===== src/rtl/bblru_pkg.sv =====
// shared types, codes and defaults for the byte budget lru cache directory
package bblru_pkg;

    localparam int SLOTS_DEF    = 64;
    localparam int PIN_BITS_DEF = 8;
    localparam int KEY_W        = 52;

    localparam logic [1:0] KIND_ACQUIRE = 2'd0;
    localparam logic [1:0] KIND_PEEK    = 2'd1;
    localparam logic [1:0] KIND_RELEASE = 2'd2;
    localparam logic [1:0] KIND_SWEEP   = 2'd3;

    localparam logic [2:0] ST_HIT       = 3'd0;
    localparam logic [2:0] ST_INSERTED  = 3'd1;
    localparam logic [2:0] ST_NOT_FOUND = 3'd2;
    localparam logic [2:0] ST_LOAD_FAIL = 3'd3;
    localparam logic [2:0] ST_FULL      = 3'd4;

    typedef enum logic [2:0] {
        S_IDLE,
        S_DECODE,
        S_LOOK,
        S_REL1,
        S_REL2,
        S_SW_CHK,
        S_VSCAN,
        S_DONE
    } t_state;

    typedef enum logic [1:0] {
        SEL_ZERO,
        SEL_MATCH,
        SEL_FREE,
        SEL_REL
    } t_slot_sel;

    typedef struct packed {
        logic      load_in;
        logic      scan_start;
        logic      scan_victim;
        logic      touch;
        logic      insert;
        logic      evict;
        logic      rel_dec;
        logic      fail_inc;
        logic      miss_inc;
        logic      res_we;
        t_slot_sel slot_sel;
        logic [2:0] status;
        logic      out_load;
    } t_dp_cmd;

    typedef struct packed {
        logic       scan_busy;
        logic       found;
        logic       free_found;
        logic       victim_found;
        logic       over_budget;
        logic [1:0] kind;
        logic       load_ok;
        logic       rel_ok;
        logic       out_valid;
    } t_dp_sts;

endpackage


===== src/rtl/bblru_ctrl.sv =====
// directory controller state machine
module bblru_ctrl import bblru_pkg::*; (
    input  logic    i_clk,
    input  logic    i_rst_n,
    input  logic    i_in_valid,
    output logic    o_in_ready,
    input  logic    i_cfg_we,
    input  logic    i_out_ready,
    input  t_dp_sts i_sts,
    output t_dp_cmd o_cmd
);

    t_state r_state, n_state;
    logic   r_emit, n_emit;

    always_ff @(posedge i_clk) begin
        if (!i_rst_n) begin
            r_state <= S_IDLE;
            r_emit  <= 1'b0;
        end else begin
            r_state <= n_state;
            r_emit  <= n_emit;
        end
    end

    always_comb begin
        n_state = r_state;
        n_emit  = r_emit;
        unique case (r_state)
            S_IDLE: begin
                if (i_cfg_we) begin
                    n_state = S_SW_CHK;
                    n_emit  = 1'b0;
                end else if (i_in_valid) begin
                    n_state = S_DECODE;
                end
            end
            S_DECODE: begin
                n_emit = 1'b1;
                case (i_sts.kind)
                    KIND_RELEASE: n_state = S_REL1;
                    KIND_SWEEP:   n_state = S_SW_CHK;
                    default:      n_state = S_LOOK;
                endcase
            end
            S_LOOK: begin
                if (!i_sts.scan_busy) begin
                    if (!i_sts.found && i_sts.kind == KIND_ACQUIRE && i_sts.load_ok &&
                        i_sts.free_found) begin
                        n_state = S_SW_CHK;
                    end else begin
                        n_state = S_DONE;
                    end
                end
            end
            S_REL1: n_state = S_REL2;
            S_REL2: n_state = S_DONE;
            S_SW_CHK: begin
                if (i_sts.over_budget) begin
                    n_state = S_VSCAN;
                end else begin
                    n_state = r_emit ? S_DONE : S_IDLE;
                end
            end
            S_VSCAN: begin
                if (!i_sts.scan_busy) begin
                    if (i_sts.victim_found) begin
                        n_state = S_SW_CHK;
                    end else begin
                        n_state = r_emit ? S_DONE : S_IDLE;
                    end
                end
            end
            S_DONE: begin
                if (!i_sts.out_valid || i_out_ready) begin
                    n_state = S_IDLE;
                end
            end
            default: n_state = S_IDLE;
        endcase
    end

    always_comb begin
        o_cmd          = '0;
        o_cmd.slot_sel = SEL_ZERO;
        o_cmd.status   = ST_HIT;
        o_in_ready     = 1'b0;
        unique case (r_state)
            S_IDLE: begin
                o_in_ready    = !i_cfg_we;
                o_cmd.load_in = i_in_valid && !i_cfg_we;
            end
            S_DECODE: begin
                if (i_sts.kind == KIND_SWEEP) begin
                    o_cmd.res_we = 1'b1;
                end else if (i_sts.kind != KIND_RELEASE) begin
                    o_cmd.scan_start = 1'b1;
                end
            end
            S_LOOK: begin
                if (!i_sts.scan_busy) begin
                    o_cmd.res_we = 1'b1;
                    if (i_sts.found) begin
                        o_cmd.touch    = 1'b1;
                        o_cmd.slot_sel = SEL_MATCH;
                    end else if (i_sts.kind == KIND_PEEK) begin
                        o_cmd.status = ST_NOT_FOUND;
                    end else if (!i_sts.load_ok) begin
                        o_cmd.fail_inc = 1'b1;
                        o_cmd.status   = ST_LOAD_FAIL;
                    end else if (!i_sts.free_found) begin
                        o_cmd.status = ST_FULL;
                    end else begin
                        o_cmd.insert   = 1'b1;
                        o_cmd.status   = ST_INSERTED;
                        o_cmd.slot_sel = SEL_FREE;
                    end
                end
            end
            S_REL1: begin
            end
            S_REL2: begin
                o_cmd.res_we = 1'b1;
                if (i_sts.rel_ok) begin
                    o_cmd.rel_dec  = 1'b1;
                    o_cmd.slot_sel = SEL_REL;
                end else begin
                    o_cmd.status = ST_NOT_FOUND;
                end
            end
            S_SW_CHK: begin
                if (i_sts.over_budget) begin
                    o_cmd.scan_start  = 1'b1;
                    o_cmd.scan_victim = 1'b1;
                end
            end
            S_VSCAN: begin
                if (!i_sts.scan_busy) begin
                    if (i_sts.victim_found) begin
                        o_cmd.evict = 1'b1;
                    end else begin
                        o_cmd.miss_inc = 1'b1;
                    end
                end
            end
            S_DONE: begin
                o_cmd.out_load = !i_sts.out_valid || i_out_ready;
            end
            default: begin
            end
        endcase
    end

endmodule


===== config.mk =====
export PLATFORM = sky130hd
export DESIGN_NAME = bblru_ctrl
export DESIGN_NICKNAME = d
export VERILOG_FILES = /design/src/rtl/bblru_pkg.sv /design/src/rtl/bblru_ctrl.sv
export SDC_FILE = /design/constraint.sdc
export NUM_CORES = 1
export LEC_CHECK = 0
export ABC_AREA = 1
export ABC_CLOCK_PERIOD_IN_PS = 1900
export BUFFER_PORTS_ARGS = -buffer_cell sky130_fd_sc_hd__buf_4
export CAP_MARGIN = 20
export CORE_AREA = 2 2 39 41
export CTS_CLUSTER_DIAMETER = 80
export DETAILED_ROUTE_END_ITERATION = 10
export DIE_AREA = 0 0 41 43
export PLACE_DENSITY = 0.72
export SLEW_MARGIN = 20
export SYNTH_ARGS = -nofsm -noshare
export SYNTH_HDL_FRONTEND = slang
export SYNTH_SLANG_ARGS = --single-unit

===== constraint.sdc =====
create_clock -name i_clk -period 1.9 [get_ports i_clk]
set_input_delay 0.285 -clock i_clk [delete_from_list [all_inputs] [get_ports i_clk]]
set_output_delay 0.285 -clock i_clk [all_outputs]
set_load 0.01 [all_outputs]

### Word-level counts from Yosys, hierarchy flattened

Index checks and enable logic that the tools add are counted.

| word-level totals | value |
|---|---|
| RAM bits | 0 |
| register bits after elaboration | 4 |
| input bits | 15 |
| logic and storage cells | 86 |
| memories kept | 0 |
| ROM bits | 0 |
| latch bits | 0 |

| operators by class | value |
|---|---|
| div/mod/pow operators | 0 |
| bitwise operators | 0 |
| shift-type cells | 0 |
| $mul | 0 |
| add/subtract/negate cells | 0 |
| multiplexer cells | 55 |
| equality and inequality tests | 16 |
| $lt $le $gt $ge | 0 |
| reduce and logical (&&, ||, !) cells | 13 |

Operator list:

| kind | count |
|---|---|
| $mux 3 | 12 |
| $mux 1 | 26 |
| $pmux 3 s8 | 1 |
| $mux 2 | 10 |
| $eq 3x3->1 const B | 4 |
| $ne 2x2->1 const B | 5 |
| $pmux 5 s2 | 1 |
| $eq 3x2->1 const B | 2 |
| $mux 6 | 1 |
| $pmux 3 s2 | 1 |
| $eq 2x2->1 const B | 2 |
| $logic_and 1x1->1 | 4 |
| $pmux 1 s2 | 2 |
| $reduce_and 4->1 | 1 |
| $eq 3x1->1 const B | 1 |
| $logic_not 1->1 | 3 |
| $logic_not 3->1 | 1 |
| $ne 3x3->1 const B | 1 |
| $pmux 1 s3 | 1 |
| $eq 2x1->1 const B | 1 |
| $logic_not 2->1 | 1 |
| $reduce_and 2->1 | 1 |
| $reduce_bool 2->1 | 1 |
| $logic_or 1x1->1 | 1 |

### Logic depth before layout (Yosys ltp)

| logic depth | value |
|---|---|
| depth after elaboration | 7 |
| depth in mapped cells | 9 |

### Worst setup path before layout

OpenSTA, ideal clock, no wires.

| timing path | value |
|---|---|
| kind | reg2out |
| start point | reg r_state[1] |
| end point | out o_cmd[3] (netlist name) |
| buffers on the path | 1 |
| data arrival time | 1228 ps |
| slack | 387 ps |
| required time | 1615 ps |
| cell stages (with the launch flop) | 9 |
| cells stage by stage | dfxtp_1 inv_2 nor2_2 nand2_1 or2_1 buf_6 nor2_4 nand2_2 nor2_1 |

RTL lines:

| element | RTL line | RTL |
|---|---|---|
| from (decl) | bblru_ctrl.sv:13 | `t_state r_state, n_state;` |
| from (signal assigned) | bblru_ctrl.sv:21 | `r_state <= n_state;` |
| to (decl) | bblru_ctrl.sv:10 | `output t_dp_cmd o_cmd` |

==> metrics.md <==
| Metric | Value |
|---|---|
| Filler Cells Inserted | 156 |
| Final ANT Viol Nets | 0 |
| Syn nets | 112 |
| Net Sw Frac | 47.6% |
| DP Cell Count | 143 |
| Share of layout cells above drive strength 1 | 32.3% |
| CP endpoint kind | primary output |
| Synth async-reset ratio | 0% |
| Residual DRC count | 0 |
| Gate Count Post-Synth | 97 |
| Worst setup path end | o_cmd[1] |
| Max clock buf depth | 2 |
| Internal power | 0.389 mW |
| FF-to-FF setup slack | 0.61 ns |
| GR Overflow Total | 0 |
| Top FF cell, synth | dfxtp_1 |
| Critical-path top delay cell | dfxtp_1 |
| Final TNS setup | 0 ns |
| Arrival @ worst endpoint | 1.50 ns |
| HPWL after DPL | 1.15 mm |
| EDFF count, synth | 0 |
| Crit path launch | r_state[2] |
| Worst-path cell chain | inv_1, nand2_1, or2_4, nor2_4, nand2_2, a21oi_2, buf_4 |
| Die Area | 1760 µm² |
| Seq pwr share | 24.4% |
| Mean routed wirelength per cell | 9.52 µm |
| Delay-heaviest family, CP | simple AND/OR/NAND/NOR gates |
| Synthesized flop and latch total | 4 |
| DR vias | 708 |
| Root Driver | clkbuf_4 |
| First-pass GRT wire length | 2.19 mm |
| IO Pins | 32 |
| Met3 Use GR | 3.14% |
| Met1 GRT Util | 19.0% |
| Worst vdd ir | 0.000674 V |
| Cell area after synthesis | 498 µm² |
| Hold-fix buffer count after cts | 0 |
| Clk_lat worst skew | 0.23 ns |
| DR vias/cell | 4.85 |
| Largest net degree at the start of global routing | 8 |
| Highest clock rate | 0.560 GHz |
| Slew @ Worst Pin | 0.256 ns |
| Crit. path cell count | 7 |
| CP peak stage delay | 0.37 ns |
| GR peak layer | met2 |
| H-tree levels | 1 |
| Std cell rows | 14 |
| Cell with the most instances after synthesis | nand2_1 |
| Iteration-0 DRC Markers | 16 |
| Design area | 771 µm² |
| Reg clk slew, reported paths | 0.04 ns |
| R2R depth | 6 |
| FF-to-FF Start | r_state[2] |
| GPL Wtd Cong | 0.842 |
| CTS buffer count | 3 |
| Core area | 1380 µm² |
| CP bufs+invs | 2 |
| Final setup fails | 0 |
| Sink Count | 4 |
| Antenna violations before repair | 0 |
| Leakage | 0.426 nW |
| Final Hold Fails | 0 |
| Chip width | 41 µm |
| Synth top area share | 20.4% |
| Crit path max fanout | 7 |
| RSZ-0062 raised after global routing | no |
| Hold slack | 0.297 ns |
| GR Util All Layers | 17.8% |
| Drt first pass iters | 4 |
| Min-delay worst type | in2reg |
| Post-synth top cells | nand2_1, inv_1, nor2_1, nand3_1 |
| Syn Area/Cell | 5.13 µm² |
| Vias in the first global route | 598 |
| Slew margin rel. | 82.9% |
| Area growth syn-to-layout | 54.8% |
| Final wirelength | 1.39 mm |
| Clock power frac | 14.0% |
| Final min period | 1.79 ns |
| Pwr dens | 963 nW/µm² |
| Top cells by area, synth | nand2_1, dfxtp_1, inv_1 |
| Vert. Die Dim | 43 µm |
| Cell variety after synth | 18 |
| Port Buffers | 31 |
| Pins Over Slew Limit | 0 |
| Setup Crit Path Kind | reg2out |
| Gate power share | 61.6% |
| Maxcap violations | 0 |
| CTS tree | yes |
| Critical path launch point type | flip-flop |
| YS warnings | 0 |
| Period Utilization, post-route | 94.0% |
| Fin nets | 147 |
| Antenna Cells | 0 |
| Outcome | completed |
| Critical R2R Capture | r_state[2] |
| Layout Skew | 0.000303 ns |
| Synth area leader | nand2_1 |
| Seq/Total Area, Yosys | 16.1% |
| GRT met2 Usage | 31.3% |
| Final cell count without fillers | 146 |
| P_sw | 0.353 mW |
| Critical path required time | 1.62 ns |
| DP Area | 739 µm² |
| Initial Util | 36.0% |
[worst min path at each step]
stage                  to    start  slack [ns]  cells after the start
6_report       r_state[0]  i_rst_n        0.30                      3
5_1_grt        r_state[0]  i_rst_n        0.29                      3
4_1_cts        r_state[0]  i_rst_n        0.30                      3
3_5_place_dp   r_state[0]  i_rst_n        0.54                      3
3_3_place_gp   r_state[0]  i_rst_n        0.53                      3
2_1_floorplan  r_state[0]  i_rst_n        0.41                      2
[power groups by stage]
stage	Sequential [mW]	Combinational (mW)	Clock (mW)
global placement	0.171	0.446	0
floorplan	0.161	0.296	0
CTS	0.174	0.453	0.109
global route	0.184	0.521	0.120
finish	0.181	0.458	0.104
detailed placement	0.176	0.453	0
[worst register-to-register path, cell delays in order (launching register included)]
cell and delay (ns):
dfxtp_1 0.45, nand3_1 0.13, o21ai_0 0.24, inv_1 0.08, nand2_1 0.10, nand2_1 0.06
a21oi_1 0.15
[metal layers]
metal	share of wire [%]	up-vias
met5	0	-
met4	1.2	0
met3	6.8	2
met2	52	23
met1	40	311
li1	-	372
[final cells by class]
cell class	instances	area [µm²]	area share [%]
multi-input combinational	73	343	44.5
timing repair buffer	31	233	30.2
sequential	4	81.3	10.6
inverter	19	71.3	9.25
clock buffer	3	22.5	2.92
tap	16	20.0	2.60
[registers in the layout, summed over array words and instances, names as in the netlist]
name	cells
r_state	3
r_emit	1
[layout by cell type, fill, tap and decap left out]
master,instances
nand2_1,27
a21oi_2,1
or2_4,1
o22ai_1,3
inv_2,1
clkbuf_4,3
inv_1,18
dfxtp_1,3
nand3_1,7
a21oi_1,4
nor2_4,1
dfxtp_2,1
nor3_1,3
nor2_2,1
nor2_1,16
nand2_2,1
o211ai_1,1
o21ai_0,3
buf_4,31
nor3_2,1
nand4_1,3
[logic make-up after synthesis]
family / synth area share [%]
simple gates: 53.3
buf+inv: 16.6
compound gates: 14.1
flops: 16.1
[stage by stage]
stage | setup slack [ns] | power (mW) | util, %
5_1_grt | 0.00545 | 0.825 | 55.7
3_5_place_dp | 0.268 | 0.628 | 53.4
3_3_place_gp | 0.309 | 0.618 | 53.4
6_report | 0.114 | 0.743 | 55.7
4_1_cts | 0.0144 | 0.736 | 55.1
2_1_floorplan | 0.387 | 0.457 | -
[timing repair]
action                                  4_1_cts  5_1_grt
buffers inserted                              0        0
endpoints found under the setup margin        0        6
resized for setup                             0        3
No activity file was read; power rests on OpenSTA's default activity.
